### config.mk
export PLATFORM = sky130hd
export DESIGN_NAME = pfa_ram
export DESIGN_NICKNAME = d
export VERILOG_FILES = /design/src/hw/rtl/pfa_ram.sv
export SDC_FILE = /design/constraint.sdc
export NUM_CORES = 2
export LEC_CHECK = 0
export BUFFER_PORTS_ARGS = -buffer_cell sky130_fd_sc_hd__buf_2
export CAP_MARGIN = 40
export CORE_ASPECT_RATIO = 1.5
export CORE_MARGIN = 2
export CORE_UTILIZATION = 50
export DETAILED_ROUTE_END_ITERATION = 8
export PLACE_DENSITY_LB_ADDON = 0.08
export SETUP_SLACK_MARGIN = 0.15
export SKIP_LAST_GASP = 1
export SYNTH_ARGS = -nofsm -noshare
export SYNTH_HDL_FRONTEND = slang
export SYNTH_SLANG_ARGS = --single-unit
### constraint.sdc
create_clock -name i_clk -period 4.7 [get_ports i_clk]
set_input_delay 0.94 -clock i_clk [delete_from_list [all_inputs] [get_ports i_clk]]
set_output_delay 0.94 -clock i_clk [all_outputs]
set_load 0.05 [all_outputs]
### src/hw/rtl/pfa_ram.sv
// generic simple dual-port ram, one write and one registered read per cycle
// no dependencies
module pfa_ram #(
    parameter int WIDTH = 32,
    parameter int DEPTH = 64
) (
    input  logic                                     i_clk,
    input  logic                                     i_we,
    input  logic [((DEPTH > 1) ? $clog2(DEPTH) : 1)-1:0] i_waddr,
    input  logic [WIDTH-1:0]                         i_wdata,
    input  logic                                     i_re,
    input  logic [((DEPTH > 1) ? $clog2(DEPTH) : 1)-1:0] i_raddr,
    output logic [WIDTH-1:0]                         o_rdata
);

    logic [WIDTH-1:0] r_mem [DEPTH];
    logic [WIDTH-1:0] r_rdata;

    always_ff @(posedge i_clk) begin
        if (i_we) begin
            r_mem[i_waddr] <= i_wdata;
        end
        if (i_re) begin
            r_rdata <= r_mem[i_raddr];
        end
    end

    assign o_rdata = r_rdata;

endmodule

Word level (Yosys, flattened, before mapping)
Memory sizes are Yosys's and may differ from the RTL's. A register that Yosys moved wholly into a read port is not among the register bits.
Cells that the tools add are included.

storage, ports and cells
  register bits after elaboration = 0
  memory bits (writable) = 2048
  input port bits = 47
  output and inout port bits = 32
  word-level logic and storage cells = 3
  memories kept = 1

operators by class
  multiplexer cells = 2

memories
  memory  words  width  read ports  clocked after Yosys merged registers in  wr ports  RTL line  RTL
  r_mem   64     32     1           1                                        1         16        logic [WIDTH-1:0] r_mem [DEPTH];

operators by type and width
  operator          number
  1-bit 2-to-1 mux  2

Logic depth before layout (Yosys ltp)
  depth after elaboration = 2
  depth in mapped cells = 10
  gate-level depth less buffers = 5

Worst setup path before layout
OpenSTA, ideal clock, no wires.

  kind = input to register
  from = input i_waddr[3] (netlist name)
  to = memory r_mem[48][0] (enable)
  setup time = 0.461 ns
  data arrival time = 3.639 ns
  data required time = 4.239 ns
  slack = 0.600 ns
  stages = 4
  path buffers = 1
  cells stage by stage = clkbuf_1 -> nor2b_1 -> nand4b_1 -> nor3_1

RTL lines
  what                RTL line  RTL
  start: declaration  9         input logic [((DEPTH > 1) ? $clog2(DEPTH) : 1)-1:0] i_waddr,
  end: declaration    16

Straight into the memory's write port.

==> results.cfg <==
[power_and_ir_drop]
power_density_mw_per_mm2 = 418.2
power_switching_mw = 7.903
p_seq_share_pct = 55.3
switching_share_pct = 21.15
comb_power_share_pct = 5.7
vdd_drop_max_v = 0.0003300
p_leak_nw = 27.80
clkPwrFrac_pct = 39.1
internal_power_mw = 29.46

[timing]
fin_skew_ns = 0.02881
rsz0062_at_grt = false
clock.fmax_mhz = 292.5
fin_setup_tns_ns = 0
hold_violations = 0
finalCriticalPeriod_ns = 3.419
setup_viol = 0
slew_headroom_pct = 35.66
slew_viol_final = 0
worst_pin_slew_ns = 0.9651
period_share_pct = 72.74
fin_ws_ns = 1.281

[die]
pin_count = 79
core-area_mm2 = 0.1568
dieArea_mm2 = 0.1609
initial_utilization_pct = 50.28
die_w_um = 328.2
rows = 178
die_h_um = 490.3

[synth]
ys_seq_elements = 2080
synth_area_leaders = edfxtp_1 79%, mux4_2 16%, mux2i_1 1.2%
ys_seq_area_share_pct = 79.23
synth_fp_nets = 3371
netlist_instances = 3324
synth_top_area_cell = edfxtp_1
synthesis.area_mm2 = 0.07884
yosysWarnings = 0
ys_types = 33
syn_area_per_cell_um2 = 23.72
synth_top_area_share_pct = 79.23

[route]
dr_wl_met2_um = 109600
met3WireLength_um = 15370
via_per_inst = 6.412
first_pass_iters = 5
antenna_left = 0
routed.top_layer = met5
drc = 0
routedWlPerCell_um = 36.91
wl_um = 215900
vias = 37510
met1Wirelength_um = 84530
drt_iter0_markers = 5189

[cells_and_area]
area_growth_pct = 13.32
finish.utilization_pct = 56.98
seq_area_mm2 = 0.06246
fillers = 11430
drive_above_1_share_pct = 30.96
final_nets = 3683
multi_input_area_mm2 = 0.01597

[global_routing]
antenna_found_initial = 16
grt_pass1_wl_um = 300500
grt_max_degree = 68
grt_pass1_vias = 38710
grt_usage_pct = 27.17
grt-ovfl-total = 0

[setup_path]
crit_type = in -> reg
cp-end-kind = flip-flop
cp_data_required_time_ns = 5.21
rrSetupSlack_ns = 2.25
cp_data_arrival_time_ns = 3.93
startpoint_type = primary input
crit_fanout = 57

[run_status]
status = finished clean

[clock_network]
clock_latency_ns = 0.81
cts.path.max_buffers = 3
clk_pin_slew_worst_paths_ns = 0.06
htree_levels = 4
clockRootBuffer = clkbuf_16
cts-hold-fix-buffers = 0
cts_resized = 0
cts_setup_buffers = 0
numCtsBuffers = 184
clock-sinks = 2080
cts_tree = done

[job]
maxCapViolCount = 0

[place]
gp_congestion = 0.7942
port_buffers = 78
dpl.hpwl_um = 127200
pre_cts_ws_ns = 0.4338

[worst_hold_path]
hold_class = in -> reg
-- stage by stage --
| stage | cells | instance area, um^2 | power, mW | hold WS (ns) |
|---|---|---|---|---|
| 2_1_floorplan | 3324 | 78840 | 22.10 | 0.7502 |
| 3_3_place_gp | 5508 | 83370 | 23.12 | 0.8148 |
| 3_5_place_dp | 5520 | 83610 | 23.19 | 0.8077 |
| 4_1_cts | 5843 | 89320 | 37.64 | 0.4113 |
| 5_1_grt | 5846 | 89330 | 38.36 | 0.4086 |
| 6_report | 5849 | 89340 | 37.36 | 0.4638 |
-- final timing paths --
check / from / end / cells after the start
hold reg to reg: r_mem[12][4] / o_rdata[4] / 4
setup / recovery: i_raddr[0] / o_rdata[4] / 8
setup reg to reg: r_mem[3][15] / o_rdata[15] / 4
hold / removal: i_re / o_rdata[27] / 1
-- logic make-up after synthesis --
| family | after synthesis | share of synthesized area, % |
|---|---|---|
| buffers and inverters | 182 | 1.124 |
| muxes | 637 | 16.72 |
| AOI/OAI and AO/OA | 202 | 1.666 |
| DFF | 2080 | 79.23 |
| and+or+nand+nor | 223 | 1.260 |
-- cell usage after synthesis (all sizes together) --
| master | count |
|---|---|
| a21oi | 62 |
| a22oi | 12 |
| a311oi | 8 |
| a31oi | 1 |
| a41o | 4 |
| and2 | 2 |
| and3 | 4 |
| buf | 108 |
| clkbuf | 74 |
| edfxtp | 2080 |
| mux2i | 93 |
| mux4 | 544 |
| nand2 | 26 |
| nand2b | 8 |
| nand3 | 5 |
| nand3b | 5 |
| nand4 | 2 |
| nand4b | 1 |
| nor2 | 137 |
| nor2b | 15 |
| nor3 | 7 |
| o221ai | 27 |
| o22ai | 84 |
| o32ai | 4 |
| or2 | 3 |
| or3 | 3 |
| or3b | 5 |
-- layout by cell type (no fill, tap or decap), types with 6 or more instances in the layout --
cell type / n
nand2_1: 26
bufinv_16: 16
a311oi_1: 8
buf_12: 28
clkinv_1: 38
mux2i_1: 93
buf_2: 74
nand2b_1: 6
o221ai_1: 27
edfxtp_1: 2080
clkinv_2: 24
nor2_1: 75
o22ai_1: 84
nor2b_1: 15
diode_2: 6
a22oi_1: 12
clkinvlp_4: 11
mux4_2: 544
nor2_4: 62
a21oi_1: 62
clkbuf_1: 40
buf_4: 198
clkbuf_16: 187
-- routing by layer --
metal / track usage (%) / up-vias
li1: - / 14900
met3: 4.412 / 294
met5: 0 / -
met2: 45.15 / 1686
met4: 7.834 / 10
met1: 37.48 / 20610
-- state kept, by name, summed over array words and instances, names as in the netlist --
signal	cells
r_mem	2048
o_rdata	32
-- power groups by stage --
stage                     sequential, mW  clock (mW)  combinational (mW)
after floorplan                     21.1           0               0.999
after global placement              21.0           0                2.08
after detailed placement            21.1           0                2.14
after CTS                           20.7        14.8                2.14
after global routing                20.6        15.5                2.22
final                               20.7        14.6                2.11
-- worst max-delay path, cell delays in order --
cell and delay (ns):
buf_8 0.49, buf_12 0.38, buf_12 0.41, mux4_2 0.57, mux2i_1 0.18, nor2_1 0.08
o32ai_1 0.64, nor3_1 0.09
-- layout make-up --
type / count / area share (%)
clock buffers: 227 / 5.406
well taps: 2070 / 2.899
diodes: 6 / 0.01681
flip-flops and latches: 2080 / 69.91
repair buffers: 308 / 2.896
clock inverters: 96 / 0.9930
multi-input cells: 1062 / 17.88
No activity file was read; power rests on OpenSTA's default activity.
