[config.mk]
export PLATFORM = sky130hd
export DESIGN_NAME = pfa_frame_map
export DESIGN_NICKNAME = d
export VERILOG_FILES = /design/src/hw/rtl/pfa_pkg.sv /design/src/hw/rtl/pfa_ram.sv /design/src/hw/rtl/pfa_frame_map.sv
export SDC_FILE = /design/constraint.sdc
export NUM_CORES = 1
export LEC_CHECK = 0
export BUFFER_PORTS_ARGS = -buffer_cell sky130_fd_sc_hd__buf_2
export CAP_MARGIN = 10
export CORE_AREA = 2 2 101 103
export CTS_CLUSTER_DIAMETER = 60
export DETAILED_ROUTE_END_ITERATION = 10
export DIE_AREA = 0 0 103 105
export PLACE_DENSITY_LB_ADDON = 0.08
export SKIP_LAST_GASP = 1
export SYNTH_ARGS = -nofsm -noshare
export SYNTH_HDL_FRONTEND = slang
export SYNTH_HIERARCHICAL = 1
export SYNTH_SLANG_ARGS = --single-unit
[constraint.sdc]
create_clock -name i_clk -period 6.79 [get_ports i_clk]
set_input_delay 0.3395 -clock i_clk [delete_from_list [all_inputs] [get_ports i_clk]]
set_output_delay 0.3395 -clock i_clk [all_outputs]
set_load 0.02 [all_outputs]
[src/hw/rtl/pfa_pkg.sv]
// shared types, kind codes and helpers for the physical memory frame allocator
// no dependencies; used by the top level and the frame map unit
package pfa_pkg;

    localparam int ROW_BITS = 32;
    localparam int ROW_IW   = 5;

    localparam logic [2:0] KIND_READ      = 3'd0;
    localparam logic [2:0] KIND_WRITE     = 3'd1;
    localparam logic [2:0] KIND_ALLOC     = 3'd2;
    localparam logic [2:0] KIND_RESERVE   = 3'd3;
    localparam logic [2:0] KIND_RESET_MAP = 3'd4;

    localparam logic [31:0] ALL_ONES = 32'hffff_ffff;

    typedef struct packed {
        logic alloc;
        logic clear;
    } t_fa_cmd;

    typedef struct packed {
        logic        ready;
        logic        done;
        logic        failed;
        logic [31:0] frame;
    } t_fa_rsp;

    // lowest clear bit of a map row: {found, index}
    function automatic logic [ROW_IW:0] first_zero(input logic [ROW_BITS-1:0] row);
        logic [ROW_IW:0] r;
        r = '0;
        for (int i = ROW_BITS - 1; i >= 0; i--) begin
            if (!row[i]) begin
                r = {1'b1, ROW_IW'(i)};
            end
        end
        return r;
    endfunction

endpackage

[src/hw/rtl/pfa_ram.sv]
// generic simple dual-port ram, one write and one registered read per cycle
// no dependencies
module pfa_ram #(
    parameter int WIDTH = 32,
    parameter int DEPTH = 64
) (
    input  logic                                     i_clk,
    input  logic                                     i_we,
    input  logic [((DEPTH > 1) ? $clog2(DEPTH) : 1)-1:0] i_waddr,
    input  logic [WIDTH-1:0]                         i_wdata,
    input  logic                                     i_re,
    input  logic [((DEPTH > 1) ? $clog2(DEPTH) : 1)-1:0] i_raddr,
    output logic [WIDTH-1:0]                         o_rdata
);

    logic [WIDTH-1:0] r_mem [DEPTH];
    logic [WIDTH-1:0] r_rdata;

    always_ff @(posedge i_clk) begin
        if (i_we) begin
            r_mem[i_waddr] <= i_wdata;
        end
        if (i_re) begin
            r_rdata <= r_mem[i_raddr];
        end
    end

    assign o_rdata = r_rdata;

endmodule

[src/hw/rtl/pfa_frame_map.sv]
// frame map held in 32-bit rows of a ram, row scan for the lowest free frame
// depends on pfa_pkg and pfa_ram
module pfa_frame_map #(
    parameter int FRAME_COUNT   = 64,
    parameter int KERNEL_FRAMES = 8
) (
    input  logic             i_clk,
    input  logic             i_rst_n,
    input  pfa_pkg::t_fa_cmd i_cmd,
    output pfa_pkg::t_fa_rsp o_rsp
);
    import pfa_pkg::*;

    localparam int ROWS      = (FRAME_COUNT + ROW_BITS - 1) / ROW_BITS;
    localparam int RAW       = (ROWS > 1) ? $clog2(ROWS) : 1;
    localparam int KROW      = KERNEL_FRAMES / ROW_BITS;
    localparam int START_ROW = (KROW < ROWS) ? KROW : ROWS - 1;

    localparam logic [1:0] F_INIT = 2'd0;
    localparam logic [1:0] F_IDLE = 2'd1;
    localparam logic [1:0] F_SCAN = 2'd2;
    localparam logic [1:0] F_CLR  = 2'd3;

    // kernel frames and slots past the last frame read as used
    function automatic logic [ROW_BITS-1:0] row_init(input logic [RAW-1:0] row);
        logic [ROW_BITS-1:0] v;
        int                  idx;
        for (int b = 0; b < ROW_BITS; b++) begin
            idx  = int'(row) * ROW_BITS + b;
            v[b] = (idx < KERNEL_FRAMES) || (idx >= FRAME_COUNT);
        end
        return v;
    endfunction

    logic [1:0]          r_state, n_state;
    logic [RAW-1:0]      r_row, n_row;
    logic                ram_we, ram_re;
    logic [RAW-1:0]      ram_waddr, ram_raddr;
    logic [ROW_BITS-1:0] ram_wdata, ram_rdata;
    logic [ROW_IW:0]     fz;
    logic                last_row;

    pfa_ram #(.WIDTH(ROW_BITS), .DEPTH(ROWS)) u_map_ram (
        .i_clk   (i_clk),
        .i_we    (ram_we),
        .i_waddr (ram_waddr),
        .i_wdata (ram_wdata),
        .i_re    (ram_re),
        .i_raddr (ram_raddr),
        .o_rdata (ram_rdata)
    );

    assign fz       = first_zero(ram_rdata);
    assign last_row = (r_row == RAW'(ROWS - 1));

    always_comb begin
        n_state      = r_state;
        n_row        = r_row;
        ram_we       = 1'b0;
        ram_waddr    = r_row;
        ram_wdata    = row_init(r_row);
        ram_re       = 1'b0;
        ram_raddr    = r_row;
        o_rsp.ready  = (r_state == F_IDLE);
        o_rsp.done   = 1'b0;
        o_rsp.failed = 1'b0;
        o_rsp.frame  = '0;
        case (r_state)
            F_INIT, F_CLR: begin
                ram_we = 1'b1;
                n_row  = r_row + RAW'(1);
                if (last_row) begin
                    n_state    = F_IDLE;
                    n_row      = '0;
                    o_rsp.done = (r_state == F_CLR);
                end
            end
            F_IDLE: begin
                if (i_cmd.alloc) begin
                    ram_re    = 1'b1;
                    ram_raddr = RAW'(START_ROW);
                    n_row     = RAW'(START_ROW);
                    n_state   = F_SCAN;
                end else if (i_cmd.clear) begin
                    n_row   = '0;
                    n_state = F_CLR;
                end
            end
            F_SCAN: begin
                if (fz[ROW_IW]) begin
                    ram_we      = 1'b1;
                    ram_wdata   = ram_rdata | (ROW_BITS'(1) << fz[ROW_IW-1:0]);
                    o_rsp.done  = 1'b1;
                    o_rsp.frame = 32'({r_row, fz[ROW_IW-1:0]});
                    n_state     = F_IDLE;
                end else if (last_row) begin
                    o_rsp.done   = 1'b1;
                    o_rsp.failed = 1'b1;
                    o_rsp.frame  = ALL_ONES;
                    n_state      = F_IDLE;
                end else begin
                    // next row read goes out while this one is checked
                    ram_re    = 1'b1;
                    ram_raddr = r_row + RAW'(1);
                    n_row     = r_row + RAW'(1);
                end
            end
            default: begin
                n_state = F_IDLE;
            end
        endcase
    end

    always_ff @(posedge i_clk) begin
        if (!i_rst_n) begin
            r_state <= F_INIT;
            r_row   <= '0;
        end else begin
            r_state <= n_state;
            r_row   <= n_row;
        end
    end

endmodule

; ---- After elaboration in Yosys (flattened, before gate mapping)
; Memories as Yosys holds them, arrays and structs flattened. A register that Yosys moved wholly into a read port is not among the register bits.
; Cells that the tools add are included.
[word_totals]
register_bits = 3
latchBits = 0
ram_bits = 64
rom_bits = 0
output_inout_bits = 35
word_cells = 201
memories = 1
[classes]
n_addsub = 32
n_mul = 0
div_mod_pow = 0
n_lt_le_gt_ge = 64
n_eq_ne = 4
shifts = 1
n_mux = 62
bitwise = 1
n_reduce_logical = 34
[memory_table]
columns = name, words, width, rd, rd_ports_with_merged_regs, wr, line
row1 = u_map_ram.r_mem, 2, 32, 1, 1, 1, pfa_ram.sv:16  ; logic [WIDTH-1:0] r_mem [DEPTH];
[ops]
columns = cell, count
row1 = >= comparator 7 bit (second input constant), 31
row2 = < comparator 7 x 4 -> 1 bit (second input constant), 31
row3 = two-way mux 6 bit, 32
row4 = adder 6 x 5 -> 7 bit (second input constant), 16
row5 = two-way mux 32 bit, 3
row6 = adder 6 x 4 -> 7 bit (second input constant), 8
row7 = two-way mux 34 bit, 1
row8 = two-way mux 33 bit, 1
row9 = logical OR 1 bit, 32
row10 = bitwise OR 32 bit, 1
row11 = left shift 1 x 5 -> 32 bit (first input constant), 1
row12 = adder 6 x 3 -> 7 bit (second input constant), 4
row13 = two-way mux 1 bit, 15
row14 = adder 6 x 2 -> 7 bit (second input constant), 2
row15 = two-way mux 2 bit, 4
row16 = one-hot mux 1 bit (2 select lines), 4
row17 = adder 6 x 1 -> 7 bit (second input constant), 1
row18 = >= comparator 6 x 7 -> 1 bit (second input constant), 1
row19 = < comparator 6 x 4 -> 1 bit (second input constant), 1
row20 = one-hot mux 2 bit (3 select lines), 1
row21 = equality test 2 bit (second input constant), 2
row22 = != test 3 bit (second input constant), 1
row23 = one-hot mux 1 bit (3 select lines), 1
row24 = equality test 2 x 1 -> 1 bit (second input constant), 1
row25 = other kinds (3), 3

; ---- Depth between registers and ports, before layout
; Gate-level depths: netlist (run 1).
[depth]
ltp_word = 36
mapped_depth = 9
ltp_nobuf = 7

; ---- Modules after synthesis
; Netlist (run 1), hierarchy kept.
[by_module_without_submodules]
columns = mod, n_inst, cells_per_inst, area_per_inst_um2
row1 = pfa_ram, 1, 134, 3439.5
row2 = pfa_frame_map, 1, 214, 1443.9

; ---- Worst setup path after synthesis (run 1)
; OpenSTA, ideal clock, no wires.
[synth_path]
path_kind = register -> register
startpoint = reg u_map_ram.r_rdata[13] (netlist: u_map_ram/o_rdata[13]) (read register of u_map_ram.r_mem)
endpoint = mem u_map_ram.r_mem[0][0] (enable)
setup_ps = 425
arrival_time_ps = 2787
t_required_ps = 6365
setup_slack_ps = 3578
stages_incl_launch_ff = 8
n_path_buf = 1
cell_sequence = edfxtp_1 -> and4_1 -> nor2b_1 -> buf_2 -> nand3_1 -> nand2_1 -> a21oi_1 -> nor2b_1
[synth_via]
elab_chain_len = 18
[synth_lines]
columns = element, line
row1 = start: declaration, pfa_ram.sv:17  ; logic [WIDTH-1:0] r_rdata;
row2 = two-way mux 6 bit (14 in series), pfa_pkg.sv:33  ; if (!row[i]) begin
row3 = two-way mux 1 bit, pfa_frame_map.sv:90  ; if (fz[ROW_IW]) begin
row4 = one-hot mux 1 bit (2 select lines), pfa_frame_map.sv:68  ; case (r_state)
row5 = net ram_we, pfa_frame_map.sv:37  ; logic ram_we, ram_re;
row6 = two-way mux 1 bit, pfa_ram.sv:20  ; if (i_we) begin
row7 = two-way mux 1 bit (implied by the code), pfa_ram.sv:21  ; r_mem[i_waddr] <= i_wdata;
row8 = end: declaration, pfa_ram.sv:16
; The timed path passes the listed nets, and every way through them passes these cells.

==> impl_metrics.ini, run 1 <==
[placement]
postPlaceCellArea_um2 = 4970
place.detailed.hpwl_um = 6280
finalWeightedCongestion = 0.904
buffer_ports.inserted = 38

[drt]
drt_first_iter_violations = 279
antenna_left = 0
wl_per_cell_um = 19.4
detail_route.drc_violations = 0
vias_per_cell = 5.80
drt-total-wl_um = 9690
total_number_of_vias = 2893
dr.pass1.iters = 5

[worst_setup_path]
critical_path.startpoint_type = flip-flop
timing.critical_path.required_ns = 6.45
end_kind = output pin
timing.critical_path.arrival_ns = 2.88
startpoint_of_the_worst_register_to_register_path = u_map_ram/o_rdata[13]
worst-setup-path-type = flip-flop to output pin
r2r-end = u_map_ram/o_rdata[7]
reg2reg_slack_ns = 3.59
crit_fanout = 27
worst_r2r_path_depth = 7

[synth]
synth_area_leaders = sky130_fd_sc_hd__edfxtp_1 (59%), sky130_fd_sc_hd__mux2_4 (9.2%), sky130_fd_sc_hd__a22o_1 (4.3%), sky130_fd_sc_hd__buf_4 (4.2%), sky130_fd_sc_hd__nand2_1 (1.8%)
synth_top_cells_by_count = sky130_fd_sc_hd__edfxtp_1 (96), sky130_fd_sc_hd__mux2_4 (30), sky130_fd_sc_hd__buf_4 (27), sky130_fd_sc_hd__a22o_1 (24), sky130_fd_sc_hd__nand2_1 (23)
synth_warnings = 6
share_of_the_yosys_chip_area_belonging_to_registers = 0.603
synthesis.area_per_instance_um2 = 14.0
syn-cell-area_um2 = 4880
synth.most_common_cell = sky130_fd_sc_hd__edfxtp_1
synth_cells = 348
post-synth-top-area-cell = sky130_fd_sc_hd__edfxtp_1
postSynth.asyncResetShare = 0
number_of_enable_type_register_cells_in_the_synthesized_netlist = 96
netlist.area_leader.share = 0.590
register_bit_total_from_synthesis = 99
postSynthNetCount = 356
synthFlopType = sky130_fd_sc_hd__edfxtp_1
synth_cell_types = 46

[sta]
finalHoldViolations = 0
min_period_ns = 3.22
worst-slew-pin-transition_ns = 1.01
setup_tns_ns = 0
timing.final.setup_violations = 0
drv_slew = 0
skew_ns = 0.0135
achievable-frequency_mhz = 311
max_transition_margin = 0.323
rsz0062_at_grt = false
min_period_over_period = 0.474
finalHoldWorstSlack_ns = 0.238

[clocking]
clock_sinks = 99
clock_tree_from_tritoncts = built
clockBufferDepth = 2
cts.hold.buffers_added = 0
cts.root.buffer_cell = sky130_fd_sc_hd__clkbuf_8
htree_num_levels = 3
cts.repair.resized = 0
clkLatencyLatePin_ns = 0.36
clk_transition_reported_paths_ns = 0.09
postCtsSetupBuffers = 0
cts_inserted_buffers = 9

[power]
power.leakage_nw = 1.93
power_per_cell_area_nw_per_um2 = 372
max-vdd-ir-drop_mv = 0.546
total_power_w = 0.00193

[floorplanning]
initial_cell_density_of_the_core = 0.507
fp.dieH_um = 105
placeableCoreArea_um2 = 9640
fp.dieW_um = 103
dieArea_um2 = 10800
design.portCount = 39
num_rows = 36

[finish]
drive_above_1_share = 0.268
fillers = 850
stdcell_area_um2 = 5180
areaGrowthSynthToFinish_pct = 6.05
design.final.nets = 371
finalCoreUtilization = 0.537
antenna_cells = 0

[status]
run_status = complete, no violations

[job]
maxCapViolations = 0

[global_route]
first_pass_grt_wire_length_um = 15000
global_route.overflow_total = 0
grt_start_max_net_pins = 34
first_global_vias = 2757
gr-usage-all-layers = 0.188
antenna_found_initial = 0

[hold_path]
hp-class = input pin to flip-flop
hold_path.startpoint = i_rst_n
worst_hold_path.endpoint = last_row
hold_crit_depth = 2
-- worst max-delay path by stage --
stage	slack, ns	cells past startpoint	to	start
after floorplan	3.58	7	u_map_ram/r_mem[0][0]	u_map_ram/o_rdata[13]
after global routing	3.30	5	o_rsp[18]	u_map_ram/o_rdata[13]
final	3.57	5	o_rsp[19]	u_map_ram/o_rdata[13]
after global placement	3.66	7	u_map_ram/o_rdata[26]	u_map_ram/o_rdata[13]
after CTS	3.52	5	o_rsp[19]	u_map_ram/o_rdata[13]
after detailed placement	3.57	7	u_map_ram/o_rdata[21]	u_map_ram/o_rdata[13]
-- state kept, by name, indices dropped and copies added, names as in the netlist --
name,flops
u_map_ram/r_mem,64
r_state,2
u_map_ram/o_rdata,32
last_row,1
-- worst max-delay path: stages (launching register included) --
cell and delay (ns):
sky130_fd_sc_hd__edfxtp_1 0.45, sky130_fd_sc_hd__and4_1 0.29, sky130_fd_sc_hd__nor2b_1 0.45, sky130_fd_sc_hd__nand3_1 0.21, sky130_fd_sc_hd__nor2_1 0.82, sky130_fd_sc_hd__buf_2 0.31
-- layout by cell type (no fill, tap or decap), types with 3 or more instances in the layout --
master and count:
sky130_fd_sc_hd__a21oi_1 11, sky130_fd_sc_hd__inv_1 11, sky130_fd_sc_hd__and4_1 3, sky130_fd_sc_hd__o21ai_0 11, sky130_fd_sc_hd__and3_1 5, sky130_fd_sc_hd__nor2_1 16, sky130_fd_sc_hd__clkbuf_8 9, sky130_fd_sc_hd__edfxtp_1 96
sky130_fd_sc_hd__a31oi_1 6, sky130_fd_sc_hd__dfxtp_1 3, sky130_fd_sc_hd__buf_4 4, sky130_fd_sc_hd__nand3_1 7, sky130_fd_sc_hd__a31oi_2 3, sky130_fd_sc_hd__buf_2 38, sky130_fd_sc_hd__a221o_1 7, sky130_fd_sc_hd__nand4_1 8
sky130_fd_sc_hd__mux2_4 30, sky130_fd_sc_hd__nand2b_1 4, sky130_fd_sc_hd__a22o_1 24, sky130_fd_sc_hd__nand2_1 23, sky130_fd_sc_hd__nor2b_1 4, sky130_fd_sc_hd__ha_1 4
-- logic make-up (layout without fill, tap and decap cells) --
kind of cell,Yosys count,after routing,share of synthesized area
mux,32,32,0.0968
simple gates,83,83,0.0904
flops,99,99,0.603
compound gates,81,81,0.128
buf+inv,49,67,0.0720
fa+ha+maj,4,4,0.0102
-- stage by stage --
stage,setup slack [ns],instances
floorplan,3.58,348
detailed placement,3.57,485
finish,3.57,499
CTS,3.52,499
global route,3.30,499
global placement,3.66,485
-- where the power goes --
| group | internal, W | leakage (nW) | switching [W] |
|---|---|---|---|
| clock | 0.000203 | 0.0988 | 0.000191 |
| combinational | 0.000248 | 0.895 | 0.000278 |
| sequential | 0.000942 | 0.933 | 0.0000644 |
-- per-layer routing --
metal | global-route usage | part of all wire
met1 | 0.270 | 0.47
met2 | 0.279 | 0.46
met3 | 0.0515 | 0.051
met4 | 0.0526 | 0.014
met5 | 0 | 0
-- layout make-up --
type	instances	area, um2	share of cell area
multi-input cells	200	1600	0.310
clock inverters	5	80.1	0.0155
repair buffers	42	220	0.0425
clock buffers	9	124	0.0239
well taps	133	166	0.0321
flip-flops and latches	99	2940	0.568
inverters	11	41.3	0.00797
No activity file was read; power rests on OpenSTA's default activity.
==> run 2, diff against run 1 <==
ABC_AREA = 1   (was not set)
clock period = 2.9 ns   (was 6.79 ns; I/O delays follow)
==> run 2 against run 1 <==
The run now ends with setup timing left. Critical path type unchanged. Setup slack got worse by 3.7 ns. Combinational power rose to 2.7 times the previous value. Worst hold slack got worse by 0.20 ns. Die area unchanged. Global-route usage is 1.9 points higher. Clock power grew 130%. Highest routed layer unchanged. Final cell count increased by 29%. Total power grew 150%. Clock skew down 0.0032 ns. Sequential share of layout area shrank 2.9 points. Sequential power is 140% higher.
==> impl_metrics.ini, run 2 <==
[power]
switchingPower_w = 0.00159
power_per_cell_area_nw_per_um2 = 874
max-vdd-ir-drop_mv = 0.786
power.leakage_nw = 2.21
netSwitchingFraction = 0.334
p_int_w = 0.00318
share_comb_of_total_power = 0.298
power.clock.fraction = 0.190
pwr-share-seq = 0.512
total_power_w = 0.00477

[worst_setup_path]
critical_path.startpoint_type = flip-flop
end_kind = output pin
timing.critical_path.required_ns = 2.76
path_common_cell = sky130_fd_sc_hd__nand2_1
crit_fanout = 3
cp_slowest_cell = sky130_fd_sc_hd__edfxtp_1
worst_path_largest_cell_delay_ns = 0.43
worst-setup-path-type = flip-flop to output pin
timing.critical_path.arrival_ns = 2.88

[finish]
final_cell_mix = sky130_fd_sc_hd__nand2_1 (144), sky130_fd_sc_hd__edfxtp_1 (96), sky130_fd_sc_hd__nor2_1 (48)
layout.cells.most_common = sky130_fd_sc_hd__nand2_1
drive_above_1_share = 0.259
max_reg_flops = 64
largest-register = u_map_ram/r_mem
antenna_cells = 0
multi_input_area_um2 = 1620
ff_latch_area_um2 = 2940
areaGrowthSynthToFinish_pct = 12.7
stdcell_area_um2 = 5460
design.final.nets = 517
fillers = 861

[synth]
number_of_enable_type_register_cells_in_the_synthesized_netlist = 96
postSynth.asyncResetShare = 0
synth_cell_types = 31
netlist.area_leader.share = 0.595
register_bit_total_from_synthesis = 99
syn-cell-area_um2 = 4840
share_of_the_yosys_chip_area_belonging_to_registers = 0.608
synth_warnings = 6
synth_cells = 482
synth_top_cells_by_count = sky130_fd_sc_hd__nand2_1 (146), sky130_fd_sc_hd__edfxtp_1 (96), sky130_fd_sc_hd__nor2_1 (51), sky130_fd_sc_hd__inv_1 (38), sky130_fd_sc_hd__a21oi_1 (30)
synth_area_leaders = sky130_fd_sc_hd__edfxtp_1 (60%), sky130_fd_sc_hd__nand2_1 (11%), sky130_fd_sc_hd__buf_4 (4.2%), sky130_fd_sc_hd__nor2_1 (4.0%), sky130_fd_sc_hd__a21oi_1 (3.1%)
postSynthNetCount = 490
synthFlopType = sky130_fd_sc_hd__edfxtp_1
post-synth-top-area-cell = sky130_fd_sc_hd__edfxtp_1
synthesis.area_per_instance_um2 = 10.0
synth.most_common_cell = sky130_fd_sc_hd__nand2_1

[drt]
total_number_of_vias = 3232
antenna_left = 0
drt-total-wl_um = 10300
detail_route.drc_violations = 0
vias_per_cell = 5.00
dr.pass1.iters = 5
wl_per_cell_um = 15.9
drt_first_iter_violations = 229

[sta]
skew_ns = 0.0104
min_period_ns = 3.02
finalHoldWorstSlack_ns = 0.0415
drv_slew = 0
timing.final.setup_violations = 52
rsz0062_at_grt = true
achievable-frequency_mhz = 331
post-route-worst-setup-slack_ns = -0.122
worst-slew-pin-transition_ns = 1.10
finalHoldViolations = 0
max_transition_margin = 0.262
min_period_over_period = 1.04

[floorplanning]
design.portCount = 39
fp.dieW_um = 103
placeableCoreArea_um2 = 9640
dieArea_um2 = 10800
num_rows = 36
fp.dieH_um = 105
initial_cell_density_of_the_core = 0.502

[clocking]
clock_tree_from_tritoncts = built
clock_sinks = 99
htree_num_levels = 3
clkLatencyLatePin_ns = 0.38
cts.root.buffer_cell = sky130_fd_sc_hd__clkbuf_8
cts_inserted_buffers = 9
cts.hold.buffers_added = 0
clockBufferDepth = 2
clk_transition_reported_paths_ns = 0.09

[global_route]
global_route.overflow_total = 0
first_pass_grt_wire_length_um = 16600
gr-usage-all-layers = 0.207
antenna_found_initial = 0
grt_start_max_net_pins = 33
first_global_vias = 3266

[status]
failed_checks = setup timing
run_status = complete, but fails checks

[hold_path]
hp-class = input pin to flip-flop

[placement]
place.detailed.hpwl_um = 6910
buffer_ports.inserted = 38
preCtsSetupSlack_ns = -0.101
postPlaceCellArea_um2 = 5000
finalWeightedCongestion = 0.907

[job]
maxCapViolations = 0
run 2: changes by cell type after synthesis, moves of 7 or more:
cell,delta
sky130_fd_sc_hd__a21oi_1,+19
sky130_fd_sc_hd__a221o_1,-7
sky130_fd_sc_hd__a22o_1,-24
sky130_fd_sc_hd__inv_1,+27
sky130_fd_sc_hd__mux2_4,-30
sky130_fd_sc_hd__nand2_1,+123
sky130_fd_sc_hd__nand2_2,+12
sky130_fd_sc_hd__nand3_1,+11
sky130_fd_sc_hd__nor2_1,+34
run 2: logic make-up (layout without fill, tap and decap cells):
| kind of cell | after synthesis | in the layout | share of synthesized area |
|---|---|---|---|
| adders and majority gates | 4 | 4 | 0.0103 |
| AOI/OAI and AO/OA | 44 | 44 | 0.0517 |
| and+or+nand+nor | 254 | 254 | 0.228 |
| buffers and inverters | 81 | 112 | 0.103 |
| DFF | 99 | 99 | 0.608 |
run 2: cell type report:
class                           count  share of cell area
Tap cell                          133              0.0305
Multi-Input combinational cell    302               0.298
Clock inverter                      3              0.0117
Sequential cell                    99               0.539
Inverter                           41              0.0296
Clock buffer                       12              0.0248
Timing Repair Buffer               56              0.0667
run 2: routing by layer:
metal | up-vias | part of all wire | track usage
met2 | 63 | 0.49 | 0.327
met5 | - | 0 | 0
met1 | 1526 | 0.45 | 0.272
met3 | 16 | 0.049 | 0.0629
met4 | 0 | 0.019 | 0.0658
li1 | 1627 | - | -
run 2: through the flow:
step                cells  utilization  TNS, ns
global route          646        0.566   -24.80
CTS                   645        0.555    -4.31
finish                646        0.566    -3.16
detailed placement    625        0.519    -2.46
floorplan             482            -        0
global placement      625        0.519    -2.43
run 2: path summary, 6_finish.rpt:
path | start | end | slack [ns] | cells after the start
max | u_map_ram/o_rdata[31] | o_rsp[0] | -0.12 | 34
min | i_rst_n | r_state[0] | 0.04 | 3
max reg2reg | u_map_ram/o_rdata[31] | u_map_ram/r_mem[1][7] | -0.11 | 36
min reg2reg | u_map_ram/r_mem[0][30] | u_map_ram/o_rdata[30] | 0.51 | 2
run 2: what timing repair did:
action / 4_1_cts / 5_1_grt
setup buffers: 5 / 1
gates resized for setup: 30 / 19
pin swaps: 4 / 15
endpoints found under the setup margin: 46 / 68
run 2: critical path, delay by kind of cell (launching register included):
kind | cells | cell delay [ns]
AO/OA/AOI/OAI | 1 | 0.13
buffers and inverters | 2 | 0.22
flip-flops | 1 | 0.43
AND/OR/NAND/NOR | 31 | 1.72
run 2: power groups by stage:
stage / registers (W) / logic [W] / clock network (W)
2_1_floorplan: 0.00244 / 0.00102 / 0
3_3_place_gp: 0.00246 / 0.00134 / 0
3_5_place_dp: 0.00247 / 0.00137 / 0
4_1_cts: 0.00244 / 0.00142 / 0.000939
5_1_grt: 0.00249 / 0.00161 / 0.000986
6_report: 0.00244 / 0.00142 / 0.000907
